### src/rtl/egcd_pkg.sv
// ----------------------------------------------------------------------------
// egcd_pkg
// Shared types and constants for the 64-bit extended gcd block.
// ----------------------------------------------------------------------------
package egcd_pkg;

   localparam int DATA_W = 64;
   localparam int CNT_W  = $clog2(DATA_W);

   typedef enum logic [1:0] {
      ST_IDLE,
      ST_DIV,
      ST_DONE
   } state_type;

   // control from the sequencer to the divide unit
   typedef struct packed {
      logic start;
   } div_ctl_type;

   // status from the divide unit back to the sequencer
   typedef struct packed {
      logic busy;
      logic done;
   } div_sts_type;

endpackage

### src/rtl/egcd_divstep.sv
// ----------------------------------------------------------------------------
// egcd_divstep
// Radix-2 restoring divider, one quotient bit per cycle. Alongside the
// division it forms q*mult_b and q*mult_s (mod 2^64) by Horner's rule on
// the quotient bits as they come out, MSB first.
// ----------------------------------------------------------------------------
module egcd_divstep (
   input  logic                              clock,
   input  logic                              reset,
   input  egcd_pkg::div_ctl_type             div_ctl,
   input  logic [egcd_pkg::DATA_W-1:0]       dividend,
   input  logic [egcd_pkg::DATA_W-1:0]       divisor,
   input  logic [egcd_pkg::DATA_W-1:0]       mult_b,
   input  logic [egcd_pkg::DATA_W-1:0]       mult_s,
   output egcd_pkg::div_sts_type             div_sts,
   output logic [egcd_pkg::DATA_W-1:0]       rem_out,
   output logic [egcd_pkg::DATA_W-1:0]       prod_b,
   output logic [egcd_pkg::DATA_W-1:0]       prod_s
);

   logic [egcd_pkg::DATA_W-1:0] dvd_ff, dvd_in;
   logic [egcd_pkg::DATA_W-1:0] rem_ff, rem_in;
   logic [egcd_pkg::DATA_W-1:0] dsr_ff, dsr_in;
   logic [egcd_pkg::DATA_W-1:0] mb_ff, mb_in;
   logic [egcd_pkg::DATA_W-1:0] ms_ff, ms_in;
   logic [egcd_pkg::DATA_W-1:0] accb_ff, accb_in;
   logic [egcd_pkg::DATA_W-1:0] accs_ff, accs_in;
   logic [egcd_pkg::CNT_W-1:0]  cnt_ff, cnt_in;
   logic                        run_ff, run_in;
   logic                        done_ff, done_in;

   logic [egcd_pkg::DATA_W:0]   rem_sh;
   logic [egcd_pkg::DATA_W:0]   dsr_ext;
   logic                        q_bit;

   always_comb begin
      rem_sh  = {rem_ff, dvd_ff[egcd_pkg::DATA_W-1]};
      dsr_ext = {1'b0, dsr_ff};
      q_bit   = (rem_sh >= dsr_ext);

      dvd_in  = dvd_ff;
      rem_in  = rem_ff;
      dsr_in  = dsr_ff;
      mb_in   = mb_ff;
      ms_in   = ms_ff;
      accb_in = accb_ff;
      accs_in = accs_ff;
      cnt_in  = cnt_ff;
      run_in  = run_ff;
      done_in = 1'b0;

      if (div_ctl.start) begin
         dvd_in  = dividend;
         rem_in  = '0;
         dsr_in  = divisor;
         mb_in   = mult_b;
         ms_in   = mult_s;
         accb_in = '0;
         accs_in = '0;
         cnt_in  = '1;
         run_in  = 1'b1;
      end else if (run_ff) begin
         dvd_in  = {dvd_ff[egcd_pkg::DATA_W-2:0], 1'b0};
         rem_in  = q_bit ? (rem_sh[egcd_pkg::DATA_W-1:0] - dsr_ff)
                         : rem_sh[egcd_pkg::DATA_W-1:0];
         accb_in = {accb_ff[egcd_pkg::DATA_W-2:0], 1'b0} + (q_bit ? mb_ff : '0);
         accs_in = {accs_ff[egcd_pkg::DATA_W-2:0], 1'b0} + (q_bit ? ms_ff : '0);
         cnt_in  = cnt_ff - 1'b1;
         if (cnt_ff == '0) begin
            run_in  = 1'b0;
            done_in = 1'b1;
         end
      end
   end

   always_ff @(posedge clock) begin
      dvd_ff  <= dvd_in;
      rem_ff  <= rem_in;
      dsr_ff  <= dsr_in;
      mb_ff   <= mb_in;
      ms_ff   <= ms_in;
      accb_ff <= accb_in;
      accs_ff <= accs_in;
      if (reset) begin
         cnt_ff  <= '0;
         run_ff  <= 1'b0;
         done_ff <= 1'b0;
      end else begin
         cnt_ff  <= cnt_in;
         run_ff  <= run_in;
         done_ff <= done_in;
      end
   end

   assign div_sts.busy = run_ff;
   assign div_sts.done = done_ff;
   assign rem_out      = rem_ff;
   assign prod_b       = accb_ff;
   assign prod_s       = accs_ff;

endmodule

### src/rtl/extended_gcd_64.sv
// ----------------------------------------------------------------------------
// extended_gcd_64
// Extended Euclid on two unsigned 64-bit operands: gcd and Bezout pair.
// ----------------------------------------------------------------------------
// Usage:
//   Request channel (req_valid/req_stall) carries alpha and beta. The block
//   takes one request at a time; req_stall is high from acceptance until the
//   result has been moved into the output register.
//   Result channel (rsp_valid/rsp_stall) carries gcd and the signed
//   coefficients with coef_alpha*alpha + coef_beta*beta == gcd.
//   Path to rsp_valid: a zero operand goes straight to ST_DONE and from there
//   into the output register. Otherwise each Euclid quotient step is one pass
//   of the shared bit-serial divider (load, 64 quotient bits), and the result
//   then goes through ST_DONE into the output register; the number of steps,
//   and so the latency, depends on the operands.
//   The next request can be accepted while the previous result still waits
//   in the output register.
//   Stall: a held result stays stable; a finished computation waits for the
//   output register to free up.
//   Reset: synchronous, active high; clears the sequencer and drops rsp_valid.
// ----------------------------------------------------------------------------
module extended_gcd_64 (
   input  logic                        clock,
   input  logic                        reset,
   input  logic                        req_valid,
   output logic                        req_stall,
   input  logic [egcd_pkg::DATA_W-1:0] req_alpha_value,
   input  logic [egcd_pkg::DATA_W-1:0] req_beta_value,
   output logic                        rsp_valid,
   input  logic                        rsp_stall,
   output logic [egcd_pkg::DATA_W-1:0] rsp_gcd_value,
   output logic signed [egcd_pkg::DATA_W-1:0] rsp_coef_alpha,
   output logic signed [egcd_pkg::DATA_W-1:0] rsp_coef_beta
);

   egcd_pkg::state_type state_ff, state_in;

   logic [egcd_pkg::DATA_W-1:0] r0_ff, r0_in, r1_ff, r1_in;
   logic [egcd_pkg::DATA_W-1:0] sb0_ff, sb0_in, ss0_ff, ss0_in;
   logic [egcd_pkg::DATA_W-1:0] sb1_ff, sb1_in, ss1_ff, ss1_in;
   logic                        swap_ff, swap_in;
   logic [egcd_pkg::DATA_W-1:0] res_g_ff, res_g_in;
   logic [egcd_pkg::DATA_W-1:0] res_a_ff, res_a_in;
   logic [egcd_pkg::DATA_W-1:0] res_b_ff, res_b_in;
   logic [egcd_pkg::DATA_W-1:0] out_g_ff, out_g_in;
   logic [egcd_pkg::DATA_W-1:0] out_a_ff, out_a_in;
   logic [egcd_pkg::DATA_W-1:0] out_b_ff, out_b_in;
   logic                        out_vld_ff, out_vld_in;

   egcd_pkg::div_ctl_type       div_ctl;
   egcd_pkg::div_sts_type       div_sts;
   logic [egcd_pkg::DATA_W-1:0] div_rem, div_pb, div_ps;
   logic                        req_take;
   logic                        rsp_take;

   egcd_divstep u_divstep (
      .clock    (clock),
      .reset    (reset),
      .div_ctl  (div_ctl),
      .dividend (r0_in),
      .divisor  (r1_in),
      .mult_b   (sb1_in),
      .mult_s   (ss1_in),
      .div_sts  (div_sts),
      .rem_out  (div_rem),
      .prod_b   (div_pb),
      .prod_s   (div_ps)
   );

   assign req_stall = (state_ff != egcd_pkg::ST_IDLE);
   assign req_take  = req_valid && !req_stall;
   assign rsp_take  = out_vld_ff && !rsp_stall;

   always_ff @(posedge clock) begin
      if (reset) begin
         state_ff   <= egcd_pkg::ST_IDLE;
         out_vld_ff <= 1'b0;
      end else begin
         state_ff   <= state_in;
         out_vld_ff <= out_vld_in;
      end
      r0_ff    <= r0_in;
      r1_ff    <= r1_in;
      sb0_ff   <= sb0_in;
      ss0_ff   <= ss0_in;
      sb1_ff   <= sb1_in;
      ss1_ff   <= ss1_in;
      swap_ff  <= swap_in;
      res_g_ff <= res_g_in;
      res_a_ff <= res_a_in;
      res_b_ff <= res_b_in;
      out_g_ff <= out_g_in;
      out_a_ff <= out_a_in;
      out_b_ff <= out_b_in;
   end

   always_comb begin
      state_in      = state_ff;
      r0_in         = r0_ff;
      r1_in         = r1_ff;
      sb0_in        = sb0_ff;
      ss0_in        = ss0_ff;
      sb1_in        = sb1_ff;
      ss1_in        = ss1_ff;
      swap_in       = swap_ff;
      res_g_in      = res_g_ff;
      res_a_in      = res_a_ff;
      res_b_in      = res_b_ff;
      out_g_in      = out_g_ff;
      out_a_in      = out_a_ff;
      out_b_in      = out_b_ff;
      out_vld_in    = out_vld_ff && !rsp_take;
      div_ctl.start = 1'b0;

      case (state_ff)
         egcd_pkg::ST_IDLE: begin
            if (req_take) begin
               if (req_alpha_value == '0) begin
                  res_g_in = req_beta_value;
                  res_a_in = '0;
                  res_b_in = egcd_pkg::DATA_W'(1);
                  state_in = egcd_pkg::ST_DONE;
               end else if (req_beta_value == '0) begin
                  res_g_in = req_alpha_value;
                  res_a_in = egcd_pkg::DATA_W'(1);
                  res_b_in = '0;
                  state_in = egcd_pkg::ST_DONE;
               end else begin
                  // reduce the larger operand by the smaller
                  swap_in       = (req_alpha_value < req_beta_value);
                  r0_in         = swap_in ? req_beta_value : req_alpha_value;
                  r1_in         = swap_in ? req_alpha_value : req_beta_value;
                  sb0_in        = egcd_pkg::DATA_W'(1);
                  ss0_in        = '0;
                  sb1_in        = '0;
                  ss1_in        = egcd_pkg::DATA_W'(1);
                  div_ctl.start = 1'b1;
                  state_in      = egcd_pkg::ST_DIV;
               end
            end
         end
         egcd_pkg::ST_DIV: begin
            if (div_sts.done) begin
               if (div_rem == '0) begin
                  res_g_in = r1_ff;
                  res_a_in = swap_ff ? ss1_ff : sb1_ff;
                  res_b_in = swap_ff ? sb1_ff : ss1_ff;
                  state_in = egcd_pkg::ST_DONE;
               end else begin
                  r0_in         = r1_ff;
                  r1_in         = div_rem;
                  sb0_in        = sb1_ff;
                  ss0_in        = ss1_ff;
                  sb1_in        = sb0_ff - div_pb;
                  ss1_in        = ss0_ff - div_ps;
                  div_ctl.start = 1'b1;
               end
            end
         end
         egcd_pkg::ST_DONE: begin
            if (!out_vld_ff || rsp_take) begin
               out_g_in   = res_g_ff;
               out_a_in   = res_a_ff;
               out_b_in   = res_b_ff;
               out_vld_in = 1'b1;
               state_in   = egcd_pkg::ST_IDLE;
            end
         end
         default: begin
            state_in = egcd_pkg::ST_IDLE;
         end
      endcase
   end

   assign rsp_valid      = out_vld_ff;
   assign rsp_gcd_value  = out_g_ff;
   assign rsp_coef_alpha = out_a_ff;
   assign rsp_coef_beta  = out_b_ff;

   // divider finishes only while the sequencer waits on it
   a_done_in_div: assert property (@(posedge clock) disable iff (reset)
      div_sts.done |-> (state_ff == egcd_pkg::ST_DIV))
      else $error("divider done outside ST_DIV");

   // no division by zero
   a_div_nonzero: assert property (@(posedge clock) disable iff (reset)
      (state_ff == egcd_pkg::ST_DIV) |-> (r1_ff != '0))
      else $error("zero divisor in ST_DIV");

   // remainder must come back below the divisor
   a_rem_range: assert property (@(posedge clock) disable iff (reset)
      div_sts.done |-> (div_rem < r1_ff))
      else $error("remainder not below divisor");

   // divider is running whenever a step is pending
   a_busy: assert property (@(posedge clock) disable iff (reset)
      ((state_ff == egcd_pkg::ST_DIV) && !div_sts.done) |-> div_sts.busy)
      else $error("ST_DIV with idle divider");

   // held result does not move while stalled
   a_out_hold: assert property (@(posedge clock) disable iff (reset)
      (out_vld_ff && rsp_stall) |=> (out_vld_ff && $stable(out_g_ff)))
      else $error("stalled result changed");

endmodule

### config.mk
export PLATFORM = sky130hd
export DESIGN_NAME = extended_gcd_64
export DESIGN_NICKNAME = d
export VERILOG_FILES = /design/src/rtl/egcd_pkg.sv /design/src/rtl/egcd_divstep.sv /design/src/rtl/extended_gcd_64.sv
export SDC_FILE = /design/constraint.sdc
export NUM_CORES = 2
export LEC_CHECK = 0
export ABC_AREA = 1
export BUFFER_PORTS_ARGS = -buffer_cell sky130_fd_sc_hd__clkbuf_2
export CORE_UTILIZATION = 30
export DETAILED_ROUTE_END_ITERATION = 16
export HOLD_SLACK_MARGIN = 0.08
export PLACE_DENSITY = 0.47
export SYNTH_ARGS = -nofsm -noshare
export SYNTH_HDL_FRONTEND = slang
export SYNTH_SLANG_ARGS = --single-unit
### constraint.sdc
create_clock -name clock -period 14.73 [get_ports clock]
set_clock_uncertainty 0.05 [all_clocks]
set_input_delay 2.2095 -clock clock [delete_from_list [all_inputs] [get_ports clock]]
set_output_delay 2.2095 -clock clock [all_outputs]
set_load 0.005 [all_outputs]
* After elaboration in Yosys (flattened, before gate mapping)
Index checks and enable logic that the tools add are counted.
** Operators by class
- Add/sub/neg operators :: 6
- Order comparisons :: 2
- Eq/ne operators :: 10
- Muxes and demuxes :: 84
- Bitwise operators :: 3
- Reductions and logical operators :: 22
** Operators by type and width (count)
- $mux W64 :: 54
- $pmux W64 S2 :: 9
- $logic_not A64 Y1 :: 3
- $sub A64 B64 Y64 :: 3
- $add A64 B64 Y64 :: 2
- $ge A65 B64 Y1 :: 1
- $lt A64 B64 Y1 :: 1
- $mux W2 :: 6
- $mux W6 :: 2
- $ne A2 B2 Y1 const B :: 6
- $mux W1 :: 11
- $reduce_and A4 Y1 :: 2
- $logic_not A6 Y1 :: 1
- $pmux W2 S3 :: 1
- $reduce_and A6 Y1 :: 1
- $reduce_bool A2 Y1 :: 3
- $sub A6 B1 Y6 const B :: 1
- $reduce_and A5 Y1 :: 1
- $logic_not A1 Y1 :: 4
- $logic_and A1 B1 Y1 :: 3
- $ne A3 B3 Y1 const B :: 1
- $not A1 Y1 :: 3
- $reduce_or A3 Y1 :: 1
- $eq A2 B1 Y1 const B :: 1
- 6 further kinds :: 6
** Storage, ports and cells
- Flip-flop bits (word level) :: 1228
- Bits of input ports :: 132
- Logic and storage cells :: 152

* Logic depth before layout (Yosys ltp)
- Depth in word-level cells :: 7
- Gate-level depth with buffers :: 32
- Gate-level depth less buffers :: 30

* Cells and area by module
A second synthesis with hierarchy kept.
** Second synthesis, totals
- Cells, all modules :: 10227
- Area, all modules :: 74790.5 um^2
** Modules (own cells, without submodules)
- extended_gcd_64 :: instances 1, cells an instance 5924, area an instance 44475.2 um^2, seq. area each 20589.7 um^2
- egcd_divstep :: instances 1, cells an instance 4303, area an instance 30315.3 um^2, seq. area each 11691.2 um^2

* Worst setup path after synthesis
OpenSTA, ideal clock, no wires.
- Path kind :: input to register
- Start :: in req_alpha_value[46] (netlist bit)
- End :: reg res_a_ff[0] (netlist bit), enable pin
- Setup time :: 752 ps
- Data arrival time :: 10983 ps
- Required time :: 13928 ps
- Path slack :: 2945 ps
- Cell stages on the path :: 9
- Cells stage by stage :: inv_1 nand4_1 nor3_1 nand4_1 nor2_1 nand2_1 nand3_1 nand2_1 nor2_1
** Between the ends
- Word-level cells in the longest chain between the ends :: 3
** Ends and longest elaborated chain
- start: declaration :: line extended_gcd_64.sv:27 : input logic [egcd_pkg::DATA_W-1:0] req_alpha_value,
- $logic_not A64 Y1 :: line extended_gcd_64.sv:118 : if (req_alpha_value == '0) begin
- $ne A3 B3 Y1 (no source line)
- $reduce_and A5 Y1 (no source line)
- end signal: assignment :: line extended_gcd_64.sv:90 : res_a_ff <= res_a_in;
- end: declaration :: line extended_gcd_64.sv:43 : logic [egcd_pkg::DATA_W-1:0] res_a_ff, res_a_in;
Every way passes these cells.
A chain may end at the register's enable or synchronous reset.

* Worst setup path in the final report
- Start :: reg u_divstep.dsr_ff[38] (netlist bit)
- End :: reg u_divstep.accs_ff, in the netlist u_divstep.prod_s[62]
** Between the ends
- Word-level cells in the longest chain between the ends :: 3
** Ends and longest elaborated chain
- start: declaration :: line egcd_divstep.sv:23 : logic [egcd_pkg::DATA_W-1:0] dsr_ff, dsr_in;
- start signal: assignment :: line egcd_divstep.sv:79 : dsr_ff <= dsr_in;
- $ge A65 B64 Y1 :: line egcd_divstep.sv:39 : q_bit = (rem_sh >= dsr_ext);
- $mux W64 :: line egcd_divstep.sv:67 : accs_in = {accs_ff[egcd_pkg::DATA_W-2:0], 1'b0} + (q_bit ? ms_ff : '0);
- $add A64 B64 Y64 :: line egcd_divstep.sv:67
- end signal: assignment :: line egcd_divstep.sv:83 : accs_ff <= accs_in;
- end: declaration :: line egcd_divstep.sv:27 : logic [egcd_pkg::DATA_W-1:0] accs_ff, accs_in;
Every way passes these cells.

==> results summary <==
The floorplan core area came out at 0.243 mm². In this run the critical register-to-register path is launched from u_divstep.dsr_ff[38]. After synthesis, the cell types taking the most area are sky130_fd_sc_hd__edfxtp_1 31%, sky130_fd_sc_hd__dfxtp_1 13%, sky130_fd_sc_hd__nand2_1 10%.

After legalization and detailed placement, the total HPWL measured 237000 µm. The number of ports placed on the die boundary came out at 326. Gates resized during post-CTS repair numbered 0. The violation count after the first detailed-route iteration is 5883. The reported max-cap violation count is 0.

Summed over all cells, the static leakage comes to 0.0344 µW. The hold-critical path depth is 0. The path with the worst hold slack has its endpoint at rsp_coef_beta[37].

In the global route stage, met1 resource usage came out at 32.5%. The maximum fanout encountered on the critical timing path is 68. A synthesized cell averages 7.71 µm².

The count of hold-fix buffers inserted at cts is 0. The power density relative to cell area came out at 122 mW/mm². The post-CTS setup-driven buffer insertion count is 0.

The area share of the largest cell type after synthesis is 31.5%. The area growth from synthesis to layout is 13.7%. In this run the clock root is driven by a sky130_fd_sc_hd__clkbuf_16.

The kind of end point of the critical path is a register. Global routing used 3.10% of the available met3 tracks. The number of vias in the routed layout came out at 68500. The combined global-route utilization of all metal layers came out at 25.0%. The pre-CTS worst setup slack came out at 7.12 ns. The overflow left after global routing came out at 0. The final critical delay including setup and external delays came out at 7.38 ns.

The startpoint identified for the worst hold timing path is res_b_ff[37]. The filler cell count in the final layout is 26000. The fraction of synthesis flops using an asynchronous set or reset pin came out at 0%.

Hold is met by 0.347 ns. The final critical-path share of the clock period is 50.1%. In this run, synthesis inferred 769 flip-flops with an integrated enable. Buffers inserted during clock tree synthesis total 151. In this run the power spent charging and discharging nets is 3360 µW.

The pin count of the biggest net entering global routing is 156. The final count of pins violating max slew is 0. The total of warnings raised by yosys came out at 0. The worst IR drop on VDD is 0.107 mV.

The multi-input combinational cell area came out at 0.0345 mm². The CTS clock-pin slew for the worst setup and hold paths came out at 0.06 ns. The floorplan step set the die width to 496 µm. The switching portion of total power is 32.9%. The post-synthesis net count is 10000. The maximum clock frequency came out at 136 MHz.

Synthesis handed over a netlist of 9516 instances. The share of total power in the clock network is 37.8%. Of all cell types, the one taking the most synthesized area is sky130_fd_sc_hd__edfxtp_1. After global routing, the most crowded layer is met2. The post-route worst setup slack is 7.35 ns. For the pin with the worst max-slew slack, the measured transition is 1.41 ns.

Global routing used 41.6% of the available met2 tracks. The number of placement rows came out at 181. The number of design rule violations left after detail routing is 0. The setup TNS is 0 ns. The sequential cells in the finished layout cover a total of 0.0323 mm².

The overall die height came out at 496 µm. The total setup violations reported at the end of the flow came out at 0. The post-route antenna net violation count came out at 0. Setup repair after global routing left no endpoint under its margin. The wire length per cell is 24.1 µm. The port buffer count is 325.

The portion of the post-synthesis area used by sequential elements is 44.0%. The tree built by TritonCTS fans out to 1228 sinks. The number of cells on the worst reg-to-reg path is 24. The post-synthesis instance area is 0.0733 mm². The number of antenna violations at the first check in global routing is 7.

The count of nets after finishing is 10200. The number of failing hold endpoints at the final stage was 0. The count of non-filler cells in the finished layout is 13100. Synthesis inferred 1228 register bits. The tightest min-delay check is of the register to register type. The final wirelength is 315000 µm. The run finished with clean final reports. After detailed placement, the design holds a cell count of 12800. In this run the critical register-to-register path is captured at u_divstep.prod_s[62]. The global-route wire length before repair is 455000 µm. The clock reaches the later pin of the worst-skew pair after 0.83 ns. The area enclosed by the die boundary is 0.246 mm².

Combinational cells account for 20.0% of the total power. The data arrival time of the critical path is 8.02 ns. Cells with a size suffix above 1 make up 6.82% of the layout.

The TritonCTS clock tree is yes. Counting along the longest clock path gives a buffer depth of 3. The critical path in this run is classified as register to register. The required time of the critical path came out at 15.37 ns. In this run the number of H-tree levels came out at 4. The most used flip-flop cell after synthesis is sky130_fd_sc_hd__edfxtp_1. In this run, flip-flops and latches consume 42.2% of the power. The final RePlAce weighted congestion is 1.01. The first detailed-routing pass took 8 iterations.

The number of global-route vias before repair was 67300. The post-detailed-route via-to-cell ratio came out at 5.24. The tightest slew margin relative to the limit is 4.72%. The worst setup path is launched from a register. For this configuration, the core starts out at a cell density of 30.2%. The internal power summed over all cells came out at 6830 µW. The count of distinct cell types in the synthesized netlist is 46. The slack of the worst reg-to-reg path is 7.35 ns.
logic make-up after synthesis:
kind of cell	after synthesis	synth area share (%)
compound gates	2342	18.1
xor+xnor	164	1.96
fa+ha+maj	384	6.60
buf+inv	1741	9.07
flops	1228	44.0
simple gates	3657	20.3
layout make-up:
cell class | instances | area share (%)
Multi-Input combinational cell | 6547 | 41.4
Sequential cell | 1228 | 38.7
Inverter | 1410 | 6.38
Clock buffer | 203 | 4.97
Tap cell | 3202 | 4.81
Timing Repair Buffer | 391 | 2.59
Clock inverter | 79 | 1.09
Antenna cell | 7 | 0.0210
synth_stat cells (2+ instances only):
master and n:
sky130_fd_sc_hd__nand2_1 1954, sky130_fd_sc_hd__inv_1 1394, sky130_fd_sc_hd__nor2_1 970, sky130_fd_sc_hd__a21oi_1 886, sky130_fd_sc_hd__o21ai_0 787, sky130_fd_sc_hd__edfxtp_1 769, sky130_fd_sc_hd__nand3_1 504, sky130_fd_sc_hd__dfxtp_1 459
sky130_fd_sc_hd__ha_1 379, sky130_fd_sc_hd__clkbuf_1 219, sky130_fd_sc_hd__o211ai_1 130, sky130_fd_sc_hd__xnor2_1 102, sky130_fd_sc_hd__o22ai_1 100, sky130_fd_sc_hd__a21o_1 76, sky130_fd_sc_hd__a31oi_1 73, sky130_fd_sc_hd__nor3_1 70
sky130_fd_sc_hd__o221ai_1 70, sky130_fd_sc_hd__a22oi_1 64, sky130_fd_sc_hd__xor2_1 62, sky130_fd_sc_hd__o21bai_1 60, sky130_fd_sc_hd__nor4_1 58, sky130_fd_sc_hd__buf_2 57, sky130_fd_sc_hd__nand4_1 56, sky130_fd_sc_hd__buf_1 42
sky130_fd_sc_hd__a21boi_0 27, sky130_fd_sc_hd__o21a_1 24, sky130_fd_sc_hd__o21ai_1 20, sky130_fd_sc_hd__nand3b_1 16, sky130_fd_sc_hd__inv_2 15, sky130_fd_sc_hd__buf_4 13, sky130_fd_sc_hd__and2_1 8, sky130_fd_sc_hd__or2_2 8
sky130_fd_sc_hd__and3_1 6, sky130_fd_sc_hd__a221oi_1 5, sky130_fd_sc_hd__a32oi_1 5, sky130_fd_sc_hd__fa_1 5, sky130_fd_sc_hd__o311ai_0 5, sky130_fd_sc_hd__a211oi_1 4, sky130_fd_sc_hd__o2111ai_1 4, sky130_fd_sc_hd__nand2_2 3
sky130_fd_sc_hd__nor2_2 2
cells in the final DEF (no fill, tap or decap), types with 100 or more instances in the layout:
cell type                   synthesis  final
sky130_fd_sc_hd__nand2_1         1954   1948
sky130_fd_sc_hd__inv_1           1394   1392
sky130_fd_sc_hd__nor2_1           970    966
sky130_fd_sc_hd__a21oi_1          886    885
sky130_fd_sc_hd__o21ai_0          787    787
sky130_fd_sc_hd__edfxtp_1         769    769
sky130_fd_sc_hd__nand3_1          504    503
sky130_fd_sc_hd__dfxtp_1          459    458
sky130_fd_sc_hd__ha_1             379    379
sky130_fd_sc_hd__clkbuf_2           0    325
sky130_fd_sc_hd__clkbuf_16          0    154
sky130_fd_sc_hd__o211ai_1         130    130
sky130_fd_sc_hd__xnor2_1          102    102
sky130_fd_sc_hd__o22ai_1          100    100
how the worst max path moves through the flow:
stage	start	end	slack, ns	cells after the start
finish	u_divstep.dsr_ff[38]	u_divstep.prod_s[62]	7.35	24
global route	u_divstep.rem_out[13]	u_divstep.prod_b[55]	7.07	27
CTS	u_divstep.dsr_ff[38]	u_divstep.prod_s[62]	7.53	24
detailed placement	req_beta_value[10]	u_divstep.prod_s[31]	7.12	13
global placement	req_beta_value[11]	u_divstep.prod_s[31]	6.57	13
floorplan	req_alpha_value[46]	res_a_ff[0]	2.94	9
per-layer routing:
metal	wire length (µm)	up-vias
li1	-	32600
met1	137000	33000
met2	147000	2434
met3	16900	500
met4	14300	4
met5	16	-
per-stage QoR:
step	power [µW]	util [%]	cell area (µm²)
finish	10200	34.3	83400
CTS	10300	34.3	83400
detailed placement	6360	32.2	78300
global route	10600	34.3	83400
floorplan	5600	-	73300
global placement	6360	32.2	78300
worst max-delay path, stage by stage (launching register included):
cell                       delay [ns]
sky130_fd_sc_hd__edfxtp_1        0.33
sky130_fd_sc_hd__inv_1           0.04
sky130_fd_sc_hd__ha_1            0.35
sky130_fd_sc_hd__nand2_1         0.10
sky130_fd_sc_hd__nand2_1         0.08
sky130_fd_sc_hd__a31oi_1         0.38
sky130_fd_sc_hd__o21ai_0         0.29
sky130_fd_sc_hd__a21oi_1         0.21
sky130_fd_sc_hd__nand3_1         0.14
sky130_fd_sc_hd__nand2_1         0.13
sky130_fd_sc_hd__nand2_4         0.33
sky130_fd_sc_hd__inv_6           0.72
sky130_fd_sc_hd__buf_4           0.50
sky130_fd_sc_hd__nor2_1          0.08
sky130_fd_sc_hd__ha_1            0.44
sky130_fd_sc_hd__inv_1           0.10
sky130_fd_sc_hd__o21ai_0         0.29
sky130_fd_sc_hd__a21oi_1         0.17
sky130_fd_sc_hd__o21ai_0         1.14
sky130_fd_sc_hd__a21oi_1         0.30
sky130_fd_sc_hd__o21ai_0         0.33
sky130_fd_sc_hd__buf_4           0.22
sky130_fd_sc_hd__nand3_1         0.15
sky130_fd_sc_hd__a21oi_1         0.19
sky130_fd_sc_hd__o21ai_1         0.09
power by group through the flow:
stage	clock network, µW	registers, µW	logic [µW]
CTS	3950	4300	2020
finish	3850	4300	2030
floorplan	0	4330	1270
detailed placement	0	4360	2000
global placement	0	4360	2000
global route	4060	4340	2230
No activity file was read; power rests on OpenSTA's default activity.
